<file path="src/design/bounded_deque_with_remove_macros.svh">
// Assertion helpers for the deque top level.
`ifndef BOUNDED_DEQUE_WITH_REMOVE_MACROS_SVH
`define BOUNDED_DEQUE_WITH_REMOVE_MACROS_SVH

// Same-cycle implication, checked outside reset.
`define BDQ_ASSERT_IMPL(label, ante, cons, msg) \
  label: assert property (@(posedge clk) disable iff (!rst_n) (ante) |-> (cons)) \
    else $error(msg);

// Next-cycle implication, checked outside reset.
`define BDQ_ASSERT_NEXT(label, ante, cons, msg) \
  label: assert property (@(posedge clk) disable iff (!rst_n) (ante) |=> (cons)) \
    else $error(msg);

`endif

</file>
<file path="src/design/bdq_pkg.sv">
`default_nettype none
package bdq_pkg;

  localparam int DEPTH_DEF  = 16;
  localparam int DATA_W     = 32;
  localparam int MODE_W     = 3;
  localparam int STATUS_W   = 2;
  localparam int FILL_W     = 5;
  localparam int IN_DATA_W  = 40;
  localparam int OUT_DATA_W = 40;

  typedef enum logic [MODE_W-1:0] {
    MODE_PUSH_FRONT = 3'd0,
    MODE_PUSH_BACK  = 3'd1,
    MODE_POP_FRONT  = 3'd2,
    MODE_POP_BACK   = 3'd3,
    MODE_REMOVE     = 3'd4
  } mode_t;

  typedef enum logic [STATUS_W-1:0] {
    ST_OK       = 2'd0,
    ST_EMPTY    = 2'd1,
    ST_NOTFOUND = 2'd2,
    ST_FULL     = 2'd3
  } status_t;

  // Per-cycle command broadcast to every cell of the chain.
  typedef struct packed {
    logic take_left;    // push front: every cell loads its left neighbor
    logic load_tail;    // push back: the cell at the fill position loads the value
    logic take_right;   // pop front: every cell loads its right neighbor
    logic remove_shift; // remove: cells at or behind the first hit load right neighbor
  } cell_ctl_t;

endpackage
`default_nettype wire

</file>
<file path="src/design/bdq_cell.sv">
`default_nettype none
module bdq_cell
  import bdq_pkg::*;
#(
  parameter int IDX   = 0,
  parameter int CNT_W = 5
) (
  input  wire logic              clk,
  input  wire cell_ctl_t         ctl,
  input  wire logic [CNT_W-1:0]  occ,
  input  wire logic [DATA_W-1:0] value,
  input  wire logic [DATA_W-1:0] left_data,
  input  wire logic [DATA_W-1:0] right_data,
  input  wire logic              hit_in,
  output logic                   hit_out,
  output logic [DATA_W-1:0]      data
);

  logic [DATA_W-1:0] data_r;
  logic [DATA_W-1:0] data_nxt;
  logic              held;
  logic              at_tail;

  assign held    = CNT_W'(IDX) < occ;
  assign at_tail = CNT_W'(IDX) == occ;
  // The hit chain marks this cell and everything behind the first match.
  assign hit_out = hit_in | (held & (data_r == value));
  assign data    = data_r;

  always_comb begin
    data_nxt = data_r;
    if (ctl.take_left) begin
      data_nxt = left_data;
    end else if (ctl.take_right || (ctl.remove_shift && hit_out)) begin
      data_nxt = right_data;
    end else if (ctl.load_tail && at_tail) begin
      data_nxt = value;
    end
  end

  always_ff @(posedge clk) begin
    data_r <= data_nxt;
  end

endmodule
`default_nettype wire

</file>
<file path="src/design/bounded_deque_with_remove.sv">
// A result item is registered and appears in the cycle after its request item is accepted.
// Throughput: one item per cycle; the request is taken whenever the output
// register is empty or being drained in the same cycle.
// The longest path is the match chain that ripples through all DEPTH cells.
// Reset (rst_n low, synchronous) empties the queue and clears the output valid.
`default_nettype none
`include "bounded_deque_with_remove_macros.svh"
module bounded_deque_with_remove
  import bdq_pkg::*;
#(
  parameter int DEPTH = DEPTH_DEF
) (
  input  wire logic                  clk,
  input  wire logic                  rst_n,
  input  wire logic                  in_tvalid,
  output logic                       in_tready,
  // in_tdata: [2:0] mode, [34:3] value, [39:35] zero
  input  wire logic [IN_DATA_W-1:0]  in_tdata,
  output logic                       out_tvalid,
  input  wire logic                  out_tready,
  // out_tdata: [1:0] status, [33:2] taken_value, [38:34] fill_count, [39] zero
  output logic [OUT_DATA_W-1:0]      out_tdata
);

  localparam int CNT_W = $clog2(DEPTH + 1);
  localparam int IDX_W = (DEPTH > 1) ? $clog2(DEPTH) : 1;

  // Queue occupancy; position 0 is the front.
  logic [CNT_W-1:0]  occ_r;
  logic [CNT_W-1:0]  occ_nxt;

  // Output register holding one finished result.
  logic              out_valid_r;
  status_t           status_r;
  status_t           status_nxt;
  logic [DATA_W-1:0] taken_r;
  logic [DATA_W-1:0] taken_nxt;

  logic [MODE_W-1:0] mode;
  logic [DATA_W-1:0] value;
  logic              accept;
  logic              full;
  logic              empty;
  logic              found;
  cell_ctl_t         ctl;

  logic [DATA_W-1:0] cell_data [DEPTH];
  logic [DATA_W-1:0] left_data [DEPTH];
  logic [DATA_W-1:0] right_data [DEPTH];
  logic [DEPTH:0]    hit;
  logic [31:0]       occ_ext;
  logic [IDX_W-1:0]  tail_idx;

  assign mode      = in_tdata[MODE_W-1:0];
  assign value     = in_tdata[MODE_W +: DATA_W];
  assign in_tready = !out_valid_r || out_tready;
  assign accept    = in_tvalid && in_tready;
  assign full      = occ_r == CNT_W'(DEPTH);
  assign empty     = occ_r == '0;
  assign found     = hit[DEPTH];
  assign tail_idx  = IDX_W'(occ_r - CNT_W'(1));
  assign hit[0]    = 1'b0;

  // Each cell sees its neighbors; the front cell's left input is the pushed
  // value, and the last cell simply holds on a shift toward the front.
  for (genvar g = 0; g < DEPTH; g++) begin : g_cell
    if (g == 0) begin : g_front
      assign left_data[g] = value;
    end else begin : g_mid
      assign left_data[g] = cell_data[g-1];
    end
    if (g == DEPTH - 1) begin : g_back
      assign right_data[g] = cell_data[g];
    end else begin : g_inner
      assign right_data[g] = cell_data[g+1];
    end

    bdq_cell #(
      .IDX   (g),
      .CNT_W (CNT_W)
    ) u_cell (
      .clk        (clk),
      .ctl        (ctl),
      .occ        (occ_r),
      .value      (value),
      .left_data  (left_data[g]),
      .right_data (right_data[g]),
      .hit_in     (hit[g]),
      .hit_out    (hit[g+1]),
      .data       (cell_data[g])
    );
  end

  // Decode the request into a cell command, the new count and the result.
  always_comb begin
    ctl        = '0;
    occ_nxt    = occ_r;
    status_nxt = ST_OK;
    taken_nxt  = '0;
    case (mode)
      MODE_PUSH_FRONT: begin
        if (full) begin
          status_nxt = ST_FULL;
        end else begin
          ctl.take_left = accept;
          occ_nxt       = occ_r + CNT_W'(1);
        end
      end
      MODE_PUSH_BACK: begin
        if (full) begin
          status_nxt = ST_FULL;
        end else begin
          ctl.load_tail = accept;
          occ_nxt       = occ_r + CNT_W'(1);
        end
      end
      MODE_POP_FRONT: begin
        if (empty) begin
          status_nxt = ST_EMPTY;
        end else begin
          ctl.take_right = accept;
          taken_nxt      = cell_data[0];
          occ_nxt        = occ_r - CNT_W'(1);
        end
      end
      MODE_POP_BACK: begin
        if (empty) begin
          status_nxt = ST_EMPTY;
        end else begin
          taken_nxt = cell_data[tail_idx];
          occ_nxt   = occ_r - CNT_W'(1);
        end
      end
      MODE_REMOVE: begin
        // A hit means the stored entry equals the search value, so the
        // removed value is the search value itself.
        if (found) begin
          ctl.remove_shift = accept;
          taken_nxt        = value;
          occ_nxt          = occ_r - CNT_W'(1);
        end else begin
          status_nxt = ST_NOTFOUND;
        end
      end
      default: begin
        // Unused request codes leave the queue as it is.
      end
    endcase
  end

  always_ff @(posedge clk) begin
    if (!rst_n) begin
      occ_r       <= '0;
      out_valid_r <= 1'b0;
    end else begin
      if (accept) begin
        occ_r       <= occ_nxt;
        out_valid_r <= 1'b1;
      end else if (out_tready) begin
        out_valid_r <= 1'b0;
      end
    end
  end

  always_ff @(posedge clk) begin
    if (accept) begin
      status_r <= status_nxt;
      taken_r  <= taken_nxt;
    end
  end

  // The result's count is the current occupancy, which changes only when a
  // new item is taken and the output register is reloaded with it.
  assign occ_ext    = 32'(occ_r);
  assign out_tvalid = out_valid_r;
  assign out_tdata  = {1'b0, occ_ext[FILL_W-1:0], taken_r, status_r};

  `BDQ_ASSERT_IMPL(a_occ_bound, 1'b1, occ_r <= CNT_W'(DEPTH), "occupancy beyond depth")
  `BDQ_ASSERT_NEXT(a_accept_valid, accept, out_valid_r, "accepted item produced no result")
  `BDQ_ASSERT_IMPL(a_full_count, out_valid_r && status_r == ST_FULL,
                   occ_r == CNT_W'(DEPTH), "full status with room left")
  `BDQ_ASSERT_IMPL(a_empty_zero, out_valid_r && status_r == ST_EMPTY,
                   occ_r == '0 && taken_r == '0, "empty status with entries or a value")
  `BDQ_ASSERT_NEXT(a_pop_count, accept && mode == MODE_POP_FRONT && !empty,
                   occ_r == $past(occ_r) - CNT_W'(1), "pop did not lower the count")

endmodule
`default_nettype wire
</file>
<file path="config.mk">
export PLATFORM = sky130hd
export DESIGN_NAME = bounded_deque_with_remove
export DESIGN_NICKNAME = d
export VERILOG_FILES = /design/src/design/bdq_pkg.sv /design/src/design/bdq_cell.sv /design/src/design/bounded_deque_with_remove.sv
export VERILOG_INCLUDE_DIRS = /design/src /design/src/design
export SDC_FILE = /design/constraint.sdc
export NUM_CORES = 2
export LEC_CHECK = 0
export ABC_AREA = 1
export BUFFER_PORTS_ARGS = -buffer_cell sky130_fd_sc_hd__buf_2
export CAP_MARGIN = 30
export CORE_MARGIN = 2
export CORE_UTILIZATION = 60
export CTS_CLUSTER_DIAMETER = 120
export DETAILED_ROUTE_END_ITERATION = 8
export GPL_ROUTABILITY_DRIVEN = 0
export GPL_TIMING_DRIVEN = 1
export HOLD_SLACK_MARGIN = 0.05
export PLACE_DENSITY = 0.77
export SLEW_MARGIN = 40
export SYNTH_ARGS = -nofsm -noshare
export SYNTH_HDL_FRONTEND = slang
export SYNTH_HIERARCHICAL = 1
export SYNTH_SLANG_ARGS = --single-unit
</file>
<file path="constraint.sdc">
create_clock -name clk -period 14.15 [get_ports clk]
set_clock_uncertainty 0.05 [all_clocks]
set_input_delay 2.83 -clock clk [delete_from_list [all_inputs] [get_ports clk]]
set_output_delay 2.83 -clock clk [all_outputs]
set_load 0.02 [all_outputs]
</file>
---- Word level (Yosys, flattened, before mapping) ----
Cells that the tools add are included.
cells by class
  $add $sub $neg .......................... 2
  multipliers ............................. 0
  div/mod/pow operators ................... 0
  order comparisons ....................... 17
  equality and inequality tests ........... 40
  shift-type cells ........................ 0
  multiplexer cells ....................... 72
  bitwise logic cells ..................... 32
  reduce and logical (&&, ||, !) cells .... 75
operator list
  operator             number
  $mux 32              53
  $eq 32x32->1         16
  $bmux 32 s4          1
  $pmux 32 s3          1
  $reduce_bool 3->1    16
  $eq 4x5->1 const A   8
  $lt 4x5->1 const A   8
  $logic_and 1x1->1    33
  $eq 3x5->1 const A   4
  $lt 3x5->1 const A   4
  $logic_or 1x1->1     17
  $and 1x1->1          16
  $mux 5               3
  $or 1x1->1           15
  $pmux 5 s3           1
  $eq 2x5->1 const A   2
  $lt 1x5->1 const A   2
  $lt 2x5->1 const A   2
  $mux 1               10
  $eq 3x2->1 const B   2
  $ne 2x2->1 const B   3
  $pmux 2 s3           1
  $add 5x1->5 const B  1
  $eq 1x5->1 const A   1
  15 further kinds     18
storage, ports and cells
  bits in registers ....................... 552
  latch bits .............................. 0
  memory bits (writable) .................. 0
  ROM bits ................................ 0
  input port bits ......................... 44
  output and inout bits ................... 42
  word-level logic and storage cells ...... 258
  memories ................................ 0

---- Depth between registers and ports, before layout ----
  depth in word-level cells ............... 23
  gate-level depth with buffers ........... 47
  gate-level depth less buffers ........... 46

---- Modules after synthesis ----
Netlist, hierarchy kept.
modules (own cells, without submodules)
  module                            times used  cells an instance  area each (sq um)  seq. area each (sq um)
  bounded_deque_with_remove         1           1,355              7,298.2            1,141.1
  bdq_cell (g_cell[11].u_cell ...)  2           367                2,476.1            960.9
  bdq_cell (g_cell[7].u_cell)       1           389                2,871.5            960.9
  bdq_cell (g_cell[9].u_cell)       1           396                2,665.1            960.9
  bdq_cell (g_cell[10].u_cell)      1           373                2,627.5            960.9
  bdq_cell (g_cell[8].u_cell)       1           394                2,621.3            960.9
  bdq_cell (g_cell[15].u_cell)      1           391                2,620.0            960.9
  bdq_cell (g_cell[4].u_cell)       1           367                2,616.3            960.9
  bdq_cell (g_cell[5].u_cell)       1           374                2,613.8            960.9
  bdq_cell (g_cell[14].u_cell)      1           354                2,582.5            960.9
  bdq_cell (g_cell[6].u_cell)       1           368                2,573.7            960.9
  bdq_cell (g_cell[2].u_cell)       1           374                2,488.6            960.9
  bdq_cell (g_cell[3].u_cell)       1           371                2,487.4            960.9
  bdq_cell (g_cell[1].u_cell)       1           371                2,486.1            960.9
  +2 rows                           -           -                  -                  -

---- Worst setup path before layout ----
No wires, ideal clock.
  kind .................................... in2reg
  start point ............................. input in_tdata[13]
  end point ............................... register g_cell[9].u_cell.data_r[0] (enable)
  library setup time ...................... 0.466 ns
  arrival ................................. 8.949 ns
  data required time ...................... 13.634 ns
  slack ................................... 4.685 ns
  stages on the path ...................... 45
  path buffers ............................ 1
  cell sequence ........................... inv_1 or2_1 nand3_1 nor2_1 nand2_1 nor2_1 nand2_1 nand2_2 inv_1 nand2_2 inv_1 nand2_2 inv_1 nand2_2 inv_1 nand2_4 inv_1 nand2_2 [9 not listed] nand2_2 inv_1 nand2_2 inv_1 nand2_2 inv_1 nand2_2 inv_1 nand2_2 inv_1 nand2_2 nand2_1 nor2_1 nand2_4 nand2_8 buf_12 nor2_1 o21ai_0
RTL lines
  what                    line                             RTL
  start: declaration      bounded_deque_with_remove.sv:18  input wire logic [IN_DATA_W-1:0] in_tdata,
  end signal: assignment  bdq_cell.sv:42                   data_r <= data_nxt;
  end: declaration        bdq_cell.sv:19                   logic [DATA_W-1:0] data_r;

==> results.md <==
- DR WL met3: 27.87 mm
- Critical path endpoint category: flip-flop
- Starting DRT DRC Count: 7770
- Hold Path Origin: out_tvalid
- Synth Cell Area: 0.04842 mm^2
- CP dominant cell by count: nand2_2
- Final TNS setup: 0 ns
- Grt total ovfl: 0
- DR WL/cell: 21.73 um
- Placeable Area: 0.08016 mm^2
- Vias in the first global route: 45680
- Htree depth: 3
- Layout Nets: 7261
- Max stage delay on crit path: 0.62 ns
- Async S/R FF share, synth: 0
- Pwr/cell area: 97.74 mW/mm^2
- Post-synthesis sequential area ratio: 0.3411
- Slack of the critical path: 4.206 ns
- RR Startpoint: g_cell[0].u_cell/data[26]
- Post-synth top area cell: edfxtp_1
- Horiz. Die Dim: 288.1 um
- Met1 WL: 63.31 mm
- Buffer depth of the longest clock path: 3
- Hold EP: out_tvalid
- Placed Cells: 8201
- DR DRC count: 12
- Critical-path top delay cell: nand2_2
- Worst path bufs/invs: 19
- Post-CTS setup buffer count: 0
- Clk pin slew, worst setup/hold paths: 0.05 ns
- # IOs: 86
- Initial core utilization: 0.6041
- Post-synth EDFFs: 546
- Share of cells above drive strength 1: 0.1002
- Top_reg_cell synth: edfxtp_1
- CTS buffer count: 71
- Status: finished, violations left
- Max-Cap Viols: 0
- Worst Hold Depth: 2
- Routed vias: 49510
- Met2 wire length: 75.47 mm
- Mapped Cells: 7330
- Crit share post-route: 0.7027
- Die Height: 288.1 um
- Post-Route WL: 180.9 mm
- Critical Path Fanout Max: 33
- Drt pass-1 iters: 9
- Crit path launch type: primary input
- Final setup vio count: 0
- Worst EP required: 14.37 ns
- Post-route antenna net violation count: 0
- Slew Viols, Final: 0
- Highest Signal Layer: met5
- Warnings from Yosys: 6
- DP HPWL: 118.8 mm
- Max Freq: 100.6 MHz
- First-pass GRT wire length: 271.8 mm
- Crit path time final: 9.944 ns
- Worst hold path type: reg -> reg
- PnR Total Power: 0.004958 W
- Pre-CTS setup slack: 3.937 ns
- Worst R2R End: g_cell[11].u_cell/data[3]
- Row count: 104
- Initial antenna violation count: 8
- GRT Util Overall: 0.4272
- Hold-fix buffers, CTS: 0
- Worst reg2reg path depth: 45
- Die ar.: 0.08299 mm^2
- Buffers on Ports: 79
- Clock latency at the later pin of the worst-skew pair: 0.65 ns
- Rel. slew slack: 0.3718
- Clock root buffer: clkbuf_16
- Worst slew pin tran: 0.9422 ns
- Share of the synthesized area in the top cell type: 0.3386
- Synth unique cells: 43
- Peak VDD IR: 0.00009587 V
- R2r setup slk: 6.44 ns
- Worst setup path class: in -> reg
- Finished Layout Cells: 8328
- Drt via density: 5.945
- Top post-synthesis cells by area: edfxtp_1, nand2_1, nand3_1
- Number of gates resized after CTS: 0
- Final Hold Fails: 0
- RSZ-0062 raised after global routing: no
- Leakage Power: 25.67 nW
- CP arrival: 10.17 ns
- Pin count of the biggest net entering global routing: 141
- Syn-to-layout area delta: 4.757%
- Flops & latches, synth: 552
- Avg Cell Area, Syn: 6.606 um^2
- # clock sinks: 552
- Cell family with the largest share of critical-path delay: simple AND/OR/NAND/NOR gates
- CTS tree: done
- Failing checks: design-rule violations
synth_stat cells, types with 2 or more instances:
cell and count:
a21oi_1 6, clkinv_1 5, ha_1 3, nor3_1 7, o22ai_1 2, buf_2 117
nand2_1 2481, clkbuf_1 109, buf_8 2, buf_12 24, buf_1 31, inv_2 54
xor2_1 54, nor2_1 225, buf_6 75, nand2_4 24, nor3_2 3, nand4_1 81
nand3_1 1566, edfxtp_1 546, nand3_2 34, o31ai_1 3, nand3b_1 2, xnor2_1 276
inv_1 1226, nand2_8 9, o21bai_1 2, nor2_2 10, or2_1 15, dfxtp_1 6
o21ai_1 6, buf_4 19, nand2_2 283, o21ai_0 15
flip-flops by register name, indices dropped and copies added (netlist names):
| register | flops |
|---|---|
| g_cell.u_cell/data | 512 |
| status_r | 2 |
| out_tvalid | 1 |
| occ_r | 5 |
| taken_r | 32 |
cell families (layout without fill, tap and decap cells):
| group | count (synthesis) | after routing | synth area share |
|---|---|---|---|
| compound gates | 37 | 37 | 0.004289 |
| xor+xnor | 330 | 330 | 0.05969 |
| fa+ha+maj | 3 | 3 | 0.0007753 |
| buf+inv | 1665 | 1598 | 0.1539 |
| flops | 552 | 552 | 0.3411 |
| other cells | 1 | 6 | 0.00007744 |
| simple gates | 4742 | 4742 | 0.4401 |
routing by layer:
metal  up-vias  GRT usage
met2      3867     0.6237
met5         -          0
met4         6     0.2990
li1      22600          -
met3       797     0.1371
met1     22240     0.5349
cells in the final DEF, fill, tap and decap left out, types with 3 or more instances in the layout:
master     instances
a21oi_1            6
buf_12             3
buf_2             77
buf_4            103
buf_6              4
bufinv_16          3
clkbuf_1          12
clkbuf_16         71
clkinv_1          19
clkinv_2          14
dfxtp_1            5
diode_2            4
edfxtp_1         546
inv_1           1221
inv_2             58
inv_6              4
nand2_1         2481
nand2_2          283
nand2_4           24
nand2_8            9
nand3_1         1564
nand3_2           35
nand4_1           81
nor2_1           223
nor2_2            10
nor3_1             5
nor3_2             5
o21ai_0           13
o21ai_2            5
o31ai_4            3
or2_1             15
xnor2_1          276
xor2_1            54
worst max-delay path by stage:
stage	to	cells after the start	startpoint	slack [ns]
floorplan	g_cell[9].u_cell/data[0]	45	in_tdata[13]	4.69
global placement	g_cell[11].u_cell/data[3]	46	in_tdata[26]	3.95
detailed placement	g_cell[11].u_cell/data[3]	46	in_tdata[26]	3.94
CTS	g_cell[11].u_cell/data[7]	46	in_tdata[26]	4.57
global route	g_cell[11].u_cell/data[7]	47	in_tdata[12]	4.02
finish	g_cell[11].u_cell/data[3]	47	in_tdata[12]	4.21
tightest hold or removal path: stages, from the launching register on:
cell,delay [ns]
dfxtp_1,0.34
nand2_1,0.09
a21oi_1,0.06
stage by stage:
| step | cell area, um^2 | util | hold slack (ns) |
|---|---|---|---|
| final | 50730 | 0.6328 | 0.4877 |
| after global routing | 50720 | 0.6327 | 0.5321 |
| after CTS | 50710 | 0.6326 | 0.4927 |
| after detailed placement | 48560 | 0.6058 | 0.4812 |
| after global placement | 48480 | 0.6048 | 0.4723 |
| after floorplan | 48430 | - | 0.5169 |
report_power, final:
| group | internal [W] | leakage, nW | switching, W |
|---|---|---|---|
| Combinational | 0.000333 | 19.5 | 0.000862 |
| Clock | 0.000983 | 1.05 | 0.000776 |
| Sequential | 0.00191 | 5.07 | 0.0000976 |
| Total | 0.00322 | 25.7 | 0.00174 |
cell type report:
type / instances / area [um^2]
multi-input cells: 5114 / 24590
well taps: 1060 / 1326
inverters: 1287 / 4843
clock inverters: 39 / 309.0
fillers: 7321 / 29430
repair buffers: 188 / 1291
clock buffers: 84 / 1836
flip-flops and latches: 552 / 16520
diodes: 4 / 10.01
No activity file was read; power rests on OpenSTA's default activity.
